<file path="src/rtl/pvt_pkg.sv">
// ============================================================================
// pvt_pkg
// Shared types and constants for the peer value table with TTL expiry.
// ============================================================================
package pvt_pkg;

    // Default table size and field widths
    localparam int TABLE_ENTRIES = 16;
    localparam int KEY_W         = 48;
    localparam int VALUE_W       = 32;
    localparam int TIME_W        = 32;
    localparam int TTL_W         = 20;

    // TTL after reset, in milliseconds
    localparam logic [TTL_W-1:0] TTL_RESET = TTL_W'(10000);

    // Operation carried in tuser of the input stream
    typedef enum logic
    {
        OP_STORE = 1'b0,
        OP_QUERY = 1'b1
    } op_t;

endpackage

</file>
<file path="src/rtl/peer_value_table_with_ttl.sv">
// ============================================================================
// peer_value_table_with_ttl
// Associative table of peer values keyed by 48-bit address, with TTL expiry.
// ============================================================================
//
// Usage:
//   Input beats arrive on s_axis: tuser selects store or query, tdata carries
//   the peer address, the sample value and the current millisecond time.
//   Every input beat yields exactly one result beat on m_axis: tdata is the
//   value read on a fresh query hit (else zero), tuser carries the hit and
//   eviction flags.
//   A store overwrites the matching entry, or takes the lowest free slot, then
//   the lowest expired slot, then the oldest entry (flagged as eviction).
//   Each beat is registered in the input register, then in the result register.
//   Throughput: one beat per cycle unless m_axis stalls; the key compare and
//   the oldest-entry search run in parallel over all slots between the input
//   register and the result register, and the table is written at the edge
//   the result loads. When m_axis stalls, the result is held and the input
//   register stays full, so s_axis_tready drops until the result is taken.
//   Reset clears all slot valid bits and loads the TTL with 10000 ms.
//   cfg_we writes cfg_wdata into the TTL register; write only when idle.
//
module peer_value_table_with_ttl
#(
    parameter int TABLE_ENTRIES = pvt_pkg::TABLE_ENTRIES
)
(
    input  logic                          clk,
    input  logic                          rst_n,

    // Configuration: TTL in milliseconds
    input  logic                          cfg_we,
    input  logic [pvt_pkg::TTL_W-1:0]     cfg_wdata,

    // Input stream
    input  logic                          s_axis_tvalid,
    output logic                          s_axis_tready,
    // [47:0] peer_address, [79:48] sample_value, [111:80] time_now
    input  logic [111:0]                  s_axis_tdata,
    // [0] opcode
    input  logic [0:0]                    s_axis_tuser,

    // Result stream
    output logic                          m_axis_tvalid,
    input  logic                          m_axis_tready,
    // [31:0] value_out
    output logic [31:0]                   m_axis_tdata,
    // [0] hit_flag, [1] evicted_flag
    output logic [1:0]                    m_axis_tuser
);

    localparam int KEY_W   = pvt_pkg::KEY_W;
    localparam int VALUE_W = pvt_pkg::VALUE_W;
    localparam int TIME_W  = pvt_pkg::TIME_W;
    localparam int TTL_W   = pvt_pkg::TTL_W;
    localparam int IDX_W   = $clog2(TABLE_ENTRIES);
    localparam int LEAVES  = 1 << IDX_W;
    localparam int NODES   = 2 * LEAVES - 1;

    // ------------------------------------------------------------------------
    // Registers
    // ------------------------------------------------------------------------
    logic [TTL_W-1:0]   ttl_reg;

    logic               in_valid_reg;
    pvt_pkg::op_t       in_op_reg;
    logic [KEY_W-1:0]   in_key_reg;
    logic [VALUE_W-1:0] in_value_reg;
    logic [TIME_W-1:0]  in_now_reg;

    logic               out_valid_reg;
    logic [VALUE_W-1:0] out_value_reg;
    logic               out_hit_reg;
    logic               out_evict_reg;

    logic               slot_valid_reg [TABLE_ENTRIES];
    logic [KEY_W-1:0]   slot_key_reg   [TABLE_ENTRIES];
    logic [VALUE_W-1:0] slot_value_reg [TABLE_ENTRIES];
    logic [TIME_W-1:0]  slot_stamp_reg [TABLE_ENTRIES];

    // ------------------------------------------------------------------------
    // Handshake
    // ------------------------------------------------------------------------
    logic in_fire;
    logic work_fire;
    logic in_valid_next;
    logic out_valid_next;

    assign work_fire     = in_valid_reg && (!out_valid_reg || m_axis_tready);
    assign s_axis_tready = !in_valid_reg || work_fire;
    assign in_fire       = s_axis_tvalid && s_axis_tready;

    always_comb
    begin
        in_valid_next = in_valid_reg;
        if (s_axis_tready)
        begin
            in_valid_next = s_axis_tvalid;
        end
        out_valid_next = work_fire || (out_valid_reg && !m_axis_tready);
    end

    // ------------------------------------------------------------------------
    // Per-slot match and age
    // ------------------------------------------------------------------------
    logic [TABLE_ENTRIES-1:0] match_vec;
    logic [TABLE_ENTRIES-1:0] expired_vec;
    logic [TIME_W-1:0]        slot_age [TABLE_ENTRIES];

    always_comb
    begin
        for (int i = 0; i < TABLE_ENTRIES; i++)
        begin
            slot_age[i]    = in_now_reg - slot_stamp_reg[i];
            expired_vec[i] = slot_age[i] >= TIME_W'(ttl_reg);
            match_vec[i]   = slot_valid_reg[i] && (slot_key_reg[i] == in_key_reg);
        end
    end

    // Keys are unique, so at most one slot matches: OR-encode it
    logic               hit_any;
    logic               fresh_any;
    logic [IDX_W-1:0]   match_idx;
    logic [VALUE_W-1:0] match_value;

    always_comb
    begin
        match_idx   = '0;
        match_value = '0;
        for (int i = 0; i < TABLE_ENTRIES; i++)
        begin
            if (match_vec[i])
            begin
                match_idx   = match_idx | IDX_W'(i);
                match_value = match_value | slot_value_reg[i];
            end
        end
        hit_any   = |match_vec;
        fresh_any = |(match_vec & ~expired_vec);
    end

    // Lowest free slot and lowest expired slot
    logic             free_any;
    logic             exp_any;
    logic [IDX_W-1:0] free_idx;
    logic [IDX_W-1:0] exp_idx;

    always_comb
    begin
        free_any = 1'b0;
        exp_any  = 1'b0;
        free_idx = '0;
        exp_idx  = '0;
        for (int i = TABLE_ENTRIES - 1; i >= 0; i--)
        begin
            if (!slot_valid_reg[i])
            begin
                free_any = 1'b1;
                free_idx = IDX_W'(i);
            end
            if (expired_vec[i])
            begin
                exp_any = 1'b1;
                exp_idx = IDX_W'(i);
            end
        end
    end

    // ------------------------------------------------------------------------
    // Oldest slot: compare tree, left (lower index) wins on ties
    // ------------------------------------------------------------------------
    logic [TIME_W-1:0] tree_age [NODES];
    logic [IDX_W-1:0]  tree_idx [NODES];

    genvar g;
    generate
        for (g = 0; g < LEAVES; g++)
        begin : g_leaf
            if (g < TABLE_ENTRIES)
            begin : g_real
                assign tree_age[LEAVES-1+g] = slot_age[g];
                assign tree_idx[LEAVES-1+g] = IDX_W'(g);
            end
            else
            begin : g_pad
                // padding sits right of every real slot and never wins
                assign tree_age[LEAVES-1+g] = '0;
                assign tree_idx[LEAVES-1+g] = '0;
            end
        end
        for (g = 0; g < LEAVES - 1; g++)
        begin : g_node
            logic right_wins;
            assign right_wins  = tree_age[2*g+2] > tree_age[2*g+1];
            assign tree_age[g] = right_wins ? tree_age[2*g+2] : tree_age[2*g+1];
            assign tree_idx[g] = right_wins ? tree_idx[2*g+2] : tree_idx[2*g+1];
        end
    endgenerate

    // ------------------------------------------------------------------------
    // Store target and result
    // ------------------------------------------------------------------------
    logic               is_store;
    logic               evict;
    logic [IDX_W-1:0]   target_idx;
    logic [VALUE_W-1:0] res_value;
    logic               res_hit;
    logic               res_evict;

    always_comb
    begin
        is_store = (in_op_reg == pvt_pkg::OP_STORE);
        evict    = !hit_any && !free_any && !exp_any;

        if (hit_any)
        begin
            target_idx = match_idx;
        end
        else if (free_any)
        begin
            target_idx = free_idx;
        end
        else if (exp_any)
        begin
            target_idx = exp_idx;
        end
        else
        begin
            target_idx = tree_idx[0];
        end

        if (is_store)
        begin
            res_value = '0;
            res_hit   = hit_any;
            res_evict = evict;
        end
        else
        begin
            res_value = fresh_any ? match_value : '0;
            res_hit   = fresh_any;
            res_evict = 1'b0;
        end
    end

    // ------------------------------------------------------------------------
    // Control registers
    // ------------------------------------------------------------------------
    always_ff @(posedge clk or negedge rst_n)
    begin
        if (!rst_n)
        begin
            ttl_reg       <= pvt_pkg::TTL_RESET;
            in_valid_reg  <= 1'b0;
            out_valid_reg <= 1'b0;
            for (int i = 0; i < TABLE_ENTRIES; i++)
            begin
                slot_valid_reg[i] <= 1'b0;
            end
        end
        else
        begin
            if (cfg_we)
            begin
                ttl_reg <= cfg_wdata;
            end
            in_valid_reg  <= in_valid_next;
            out_valid_reg <= out_valid_next;
            if (work_fire && is_store && !hit_any)
            begin
                slot_valid_reg[target_idx] <= 1'b1;
            end
        end
    end

    // ------------------------------------------------------------------------
    // Payload registers and table contents
    // ------------------------------------------------------------------------
    always_ff @(posedge clk)
    begin
        if (in_fire)
        begin
            in_op_reg    <= pvt_pkg::op_t'(s_axis_tuser[0]);
            in_key_reg   <= s_axis_tdata[47:0];
            in_value_reg <= s_axis_tdata[79:48];
            in_now_reg   <= s_axis_tdata[111:80];
        end
        if (work_fire)
        begin
            out_value_reg <= res_value;
            out_hit_reg   <= res_hit;
            out_evict_reg <= res_evict;
        end
        if (work_fire && is_store)
        begin
            slot_value_reg[target_idx] <= in_value_reg;
            slot_stamp_reg[target_idx] <= in_now_reg;
            if (!hit_any)
            begin
                slot_key_reg[target_idx] <= in_key_reg;
            end
        end
    end

    // Outputs
    assign m_axis_tvalid = out_valid_reg;
    assign m_axis_tdata  = out_value_reg;
    assign m_axis_tuser  = {out_evict_reg, out_hit_reg};

endmodule

</file>
<file path="config.mk">
export PLATFORM = sky130hd
export DESIGN_NAME = peer_value_table_with_ttl
export DESIGN_NICKNAME = d
export VERILOG_FILES = /design/src/rtl/pvt_pkg.sv /design/src/rtl/peer_value_table_with_ttl.sv
export SDC_FILE = /design/constraint.sdc
export NUM_CORES = 2
export LEC_CHECK = 0
export BUFFER_PORTS_ARGS = -buffer_cell sky130_fd_sc_hd__buf_4
export CAP_MARGIN = 0
export CORE_MARGIN = 2
export CORE_UTILIZATION = 43
export CTS_CLUSTER_DIAMETER = 200
export DETAILED_ROUTE_END_ITERATION = 10
export GPL_TIMING_DRIVEN = 0
export MAX_ROUTING_LAYER = met4
export PLACE_DENSITY_LB_ADDON = 0.25
export SYNTH_ARGS = -nofsm -noshare
export SYNTH_HDL_FRONTEND = slang
export SYNTH_SLANG_ARGS = --single-unit
</file>
<file path="constraint.sdc">
create_clock -name clk -period 18.9 [get_ports clk]
set_input_delay 2.835 -clock clk [delete_from_list [all_inputs] [get_ports clk]]
set_output_delay 2.835 -clock clk [all_outputs]
set_load 0.02 [all_outputs]
</file>
After elaboration in Yosys (flattened, before gate mapping)
Memory sizes are Yosys's and may differ from the RTL's.
Index checks and enable logic that the tools add are counted.
{"block": "word_totals", "wordCells": 285, "ff_bits": 185, "memories": 3, "inputBits": 138, "mem_bits_rw": 1792, "output_inout_bits": 36}
{"name": "slot_key_reg", "depth": 16, "width": 48, "rd": 16, "rd_ports_with_merged_regs": 0, "write_ports": 1, "line": "peer_value_table_with_ttl.sv:77", "text": "logic [KEY_W-1:0] slot_key_reg [TABLE_ENTRIES];"}
{"name": "slot_stamp_reg", "depth": 16, "width": 32, "rd": 16, "rd_ports_with_merged_regs": 0, "write_ports": 1, "line": "peer_value_table_with_ttl.sv:79", "text": "logic [TIME_W-1:0] slot_stamp_reg [TABLE_ENTRIES];"}
{"name": "slot_value_reg", "depth": 16, "width": 32, "rd": 16, "rd_ports_with_merged_regs": 0, "write_ports": 1, "line": "peer_value_table_with_ttl.sv:78", "text": "logic [VALUE_W-1:0] slot_value_reg [TABLE_ENTRIES];"}
{"block": "op_classes", "n_mux": 135, "eq_ne": 16, "magnitude_cmp": 33, "bitwise": 20, "reduce_logical": 36, "n_addsub": 16}
{"cell": "$mux 32", "count": 30}
{"cell": "$eq 48x48->1", "count": 16}
{"cell": "$ge 32x20->1", "count": 16}
{"cell": "$sub 32x32->32", "count": 16}
{"cell": "$gt 32x32->1", "count": 15}
{"cell": "$or 32x32->32", "count": 15}
{"cell": "$mux 4", "count": 50}
{"cell": "$mux 1", "count": 48}
{"cell": "$reduce_or 16->1", "count": 2}
{"cell": "$logic_and 1x1->1", "count": 24}
{"cell": "$and 16x16->16", "count": 1}
{"cell": "$not 16->16", "count": 1}
{"cell": "$or 16x16->16", "count": 1}
{"cell": "$mux 3", "count": 4}
{"cell": "$logic_not 1->1", "count": 6}
{"cell": "$ge 5x5->1 const B", "count": 1}
{"cell": "$lt 5x1->1 const B", "count": 1}
{"cell": "$not 4->5", "count": 1}
{"cell": "$demux 1 s4", "count": 1}
{"cell": "$mux 2", "count": 2}
{"cell": "$logic_or 1x1->1", "count": 3}
{"cell": "$reduce_and 2->1", "count": 1}
{"cell": "$not 1->1", "count": 1}

Depth between registers and ports, before layout
An unclocked memory read counts as a cell.
{"block": "logic_depth", "depth_word": 34, "ltp_mapped": 69, "ltp_nobuf": 62}

Least setup slack after synthesis
OpenSTA, ideal clock, no wires.
{"block": "synth_timing", "kind": "reg2reg", "from": "register in_now_reg[1]", "to": "memory slot_stamp_reg[4][0] (enable)", "path_stages_with_launch": 59, "setup_time_ps": 667, "t_required_ps": 18233, "arrival_time_ps": 19800, "period_less_slack_ps": 20467, "n_path_buf": 6, "path_slack_ps": -1567, "cell_sequence": "edfxtp_1 ha_1 nor2b_1 o31a_1 o21ai_1 o41ai_1 a21oi_1 o311ai_1 inv_1 ha_1 a21o_1 a21o_1 a21oi_1 o21ai_0 nor2_1 a31oi_1 o21ai_0 clkbuf_1 (+23 left out) clkbuf_1 nand2_1 o21ai_0 ha_1 a21o_1 a21oi_1 nor2_1 a2111oi_0 o21bai_1 a21oi_1 o211ai_1 nand2_1 inv_1 o311ai_0 o21ai_0 or2_1 buf_4 nor4b_1"}
{"block": "synth_via", "elab_chain_cells": 21, "elab_cells_between_ends": 111, "classes_between": "add/sub (16); order compare (31); mux (64)"}
{"element": "start, declared", "line": "peer_value_table_with_ttl.sv:69", "text": "logic [TIME_W-1:0] in_now_reg;"}
{"element": "start signal, assigned", "line": "peer_value_table_with_ttl.sv:286", "text": "in_now_reg <= s_axis_tdata[111:80];"}
{"element": "parallel branches: the longest is 18 deep, another holds $sub 32x32->32"}
{"element": "$mux 4 (*)", "line": "peer_value_table_with_ttl.sv:223", "text": "else if (exp_any)"}
{"element": "$mux 4 (*)", "line": "peer_value_table_with_ttl.sv:219", "text": "else if (free_any)"}
{"element": "$mux 4 (*)", "line": "peer_value_table_with_ttl.sv:215", "text": "if (hit_any)"}
{"element": "end, declared", "line": "peer_value_table_with_ttl.sv:79"}
Every way passes the cells marked *.

Worst setup path in the final report
{"block": "layout_timing", "from": "register in_now_reg[0]", "to": "memory slot_stamp_reg[13][29] (enable)"}
The elaborated chain is that of the path after synthesis.

==> summary.md <==
| Metric | Value |
|---|---|
| H-Tree Depth | `4` |
| Root Driver | `clkbuf_16` |
| Final setup violation count | `0` |
| Critical path peak fanout | `11` |
| # fillers | `about 26000` |
| Synthesized flop and latch total | `around 2000` |
| Placed Cells | `roughly 16000` |
| Post-Syn Instances | `11800` |
| Worst R2R End | `slot_stamp_reg[13][29]` |
| Synth top area share | `a little under half` |
| Share of cells above drive strength 1 | `9.45%` |
| Sequential area share after synthesis | `46.5%` |
| Crit share post-route | `95.8%` |
| Mapped Area | `~130000 um2` |
| Clock sinks | `slightly below 2000` |
| Yosys top cell by area | `edfxtp_1` |
| Total GRT Usage | `32.3%` |
| Mean Syn Cell Area | `about 11 um2` |
| Fin. Hold Viols | `0` |
| Initial DRT Pass Iterations | `6` |
| Post-synthesis async set-or-reset flop share | `1.92%` |
| Max Fclk | `55.2 MHz` |
| Utilization after layout | `49.9%` |
| Vias | `between 100k and 150k` |
| Drt total wl | `~480 mm` |
| Data arrival, critical path | `18.64 ns` |
| Initial DRC count | `approximately 12000` |
| Input/output buffers | `roughly 170` |
| Pins Over Slew Limit | `~180` |
| Clock Path Buffers | `4` |
| Core footprint | `294000 um2` |
| Die Ht | `548 um` |
| Post-synth EDFFs | `slightly below 2000` |
| Largest net degree at the start of global routing | `54` |
| TritonCTS Buffers | `about 220` |
| Failing checks | `max-capacitance violations, max-slew violations` |
| Max reg flops | `768` |
| Reg clk slew, reported paths | `0.06 ns` |
| Placed wire-length estimate | `roughly 370 mm` |
| LEAKAGE | `about 58 nW` |
| Hold_sp | `in_valid_reg` |
| MaxCap Viol Count | `13` |
| Reg2Reg Setup Slack | `0.79 ns` |
| Worst hold endpoint | `m_axis_tvalid` |
| Layout Skew | `approximately 0.16 ns` |
| Drt drc | `0` |
| Gpl congestion | `around 0.96` |
| Vias in the first global route | `around 97000` |
| Initial antenna violation count | `32` |
| CTS tree | `built` |
| Nets | `approximately 14000` |
| Hold Crit Depth | `1` |
| First-pass GRT wire length | `688 mm` |
| Worst Tran Pin Value | `approximately 1.6 ns` |
| Setup Crit Path Kind | `flop to flop` |
| CP required | `19.43 ns` |
| Initial Util | `43.2%` |
| Largest stage delay on the critical path | `~0.55 ns` |
| CP Capture Type | `flop` |
| Slew margin rel. | `-8.39%` |
| Later-pin clock latency in the skew report | `around 0.96 ns` |
| Startpoint types | `flop` |
| Reg2reg path depth | `70` |
| Cts hold-fix bufs | `0` |
| Worst VDD drop | `~0.28 mV` |
| Slowest cell on the critical path | `o311ai_2` |
| Top FF cell, synth | `edfxtp_1` |
| Die Area | `about 300000 um2` |
| Total negative setup slack | `0 ns` |
| Fin crit period | `18.11 ns` |
| I/O pin count | `roughly 170` |
| Via density | `approximately 6` |
| Min Hold Slack | `about 0.50 ns` |
| Largest cells by area after synthesis | `edfxtp_1 46%, ha_1 13%, xor2_1 4.0%` |
| Synth cell types | `between 100 and 150` |
| Non-filler cells, final | `about 17000` |
| Post-layout power | `19.2 mW` |
| Pwr dens | `130 nW/um2` |
| Final ANT Viol Nets | `0` |
| # rows | `between 150 and 200` |
| Die W | `around 550 um` |
| Worst Hold Class | `flop to flop` |
| Most used cell along the critical path | `buf_4` |
| WL/cell | `29.2 um` |
| Reg-to-Reg Start | `in_now_reg[0]` |
| Ys Warns | `0` |
| Synth-to-Final Area Change | `15.5%` |
| Status | `finished with violations` |
| Synthesized net count | `approximately 13000` |
| Grt total ovfl | `0` |
## power breakdown
| part | leakage [nW] | total (mW) | switching (mW) | internal, mW |
|---|---|---|---|---|
| logic | 36.7 | 9.46 | 6.14 | 3.32 |
| clock network | 3.49 | 4.37 | 1.87 | 2.50 |
| registers | 18.0 | 5.33 | 0.189 | 5.14 |
| total | 58.1 | 19.2 | 8.19 | 11.0 |
## cell usage after synthesis (151+ instances only)
cell type / number
a221oi_1: 151
nand2_1: 697
xnor2_1: 480
a21o_1: 355
nand3_1: 187
mux2i_1: 186
edfxtp_1: 1939
o21ai_0: 581
xor2_1: 577
ha_1: 1293
nor3_1: 193
inv_1: 992
a21oi_1: 756
clkbuf_1: 323
nor2_1: 569
nand4_1: 308
nor4_1: 204
## critical path, delay by kind of cell, from the launching register on
kind	cells	cell delay, ns
AOI/OAI and AO/OA	27	7.08
buffers and inverters	24	4.99
and+or+nand+nor	12	2.77
adders and majority gates	6	2.07
DFF	1	0.41
muxes	1	0.41
## cells by family (layout without fill, tap and decap cells)
kind of cell | after synthesis | after routing | share of synthesized area, %
mux | 225 | 225 | 1.81
compound gates | 3068 | 3068 | 16.2
fa+ha+maj | 1310 | 1310 | 13.0
xor+xnor | 1057 | 1057 | 7.27
buf+inv | 1384 | 2297 | 4.15
simple gates | 2759 | 2759 | 11.1
other cells | 0 | 11 | 0
flops | 1977 | 1977 | 46.5
## stage by stage
step	area [um2]	setup WS (ns)
final	147000	0.793
after floorplan	127000	-1.57
after global routing	147000	-0.0347
after detailed placement	139000	-3.29
after global placement	133000	-17.33
after CTS	147000	0.000803
## layout by cell type, fill, tap and decap left out, drive strengths merged, types with 35 or more instances in the layout
cell type  netlist  layout
a211oi         107     107
a21o           355     355
a21oi          762     762
a221oi         151     151
a22o           140     140
a31oi           80      80
a41oi           35      35
and2            57      57
and3            82      82
and4            50      50
buf             65     572
clkbuf         324     589
clkinv           2      94
edfxtp        1939    1939
ha            1293    1293
inv            993     998
mux2            39      39
mux2i          186     186
nand2          697     697
nand2b          91      91
nand3          188     188
nand4          309     309
nor2           569     569
nor2b           99      99
nor3           195     195
nor4           206     206
o211ai         103     103
o21a           146     146
o21ai          597     597
o21bai          75      75
o22ai           53      53
o31ai           54      54
or2             42      42
or3             52      52
xnor2          480     480
xor2           577     577
## worst max-delay path by stage
stage	start	to	slack, ns
final	in_now_reg[0]	slot_stamp_reg[13][29]	0.79
after global placement	in_now_reg[0]	slot_stamp_reg[4][0]	-17.33
after global routing	in_now_reg[0]	slot_stamp_reg[13][29]	-0.03
after CTS	in_now_reg[1]	slot_stamp_reg[10][1]	0.0008
after floorplan	in_now_reg[1]	slot_stamp_reg[4][0]	-1.57
after detailed placement	in_now_reg[0]	slot_stamp_reg[13][29]	-3.29
## layout make-up
class,instances,area (um2),area share (%)
Sequential cell,1977,59200,40.3
Tap cell,3919,4900,3.34
Clock inverter,141,1500,1.02
Clock buffer,261,5710,3.89
Timing Repair Buffer,512,6750,4.59
Multi-Input combinational cell,8419,63500,43.2
Inverter,995,3740,2.55
Antenna cell,11,27.5,0.0187
Buffer,388,1630,1.11
## repair_timing
item	CTS	global route
pin swaps	0	7
hold endpoints to repair	0	0
buffers inserted	13	8
resized for setup	51	117
setup endpoints to repair	1808	1749
## layer usage
metal  vias up  track usage [%]  part of all wire, %
met5         -                -                    0
met4         0             12.5                  4.5
met3       895             4.23                  8.2
met2      4826             49.6                   45
met1     50600             43.5                   42
li1      46000                -                    -
No activity file was read; power rests on OpenSTA's default activity.
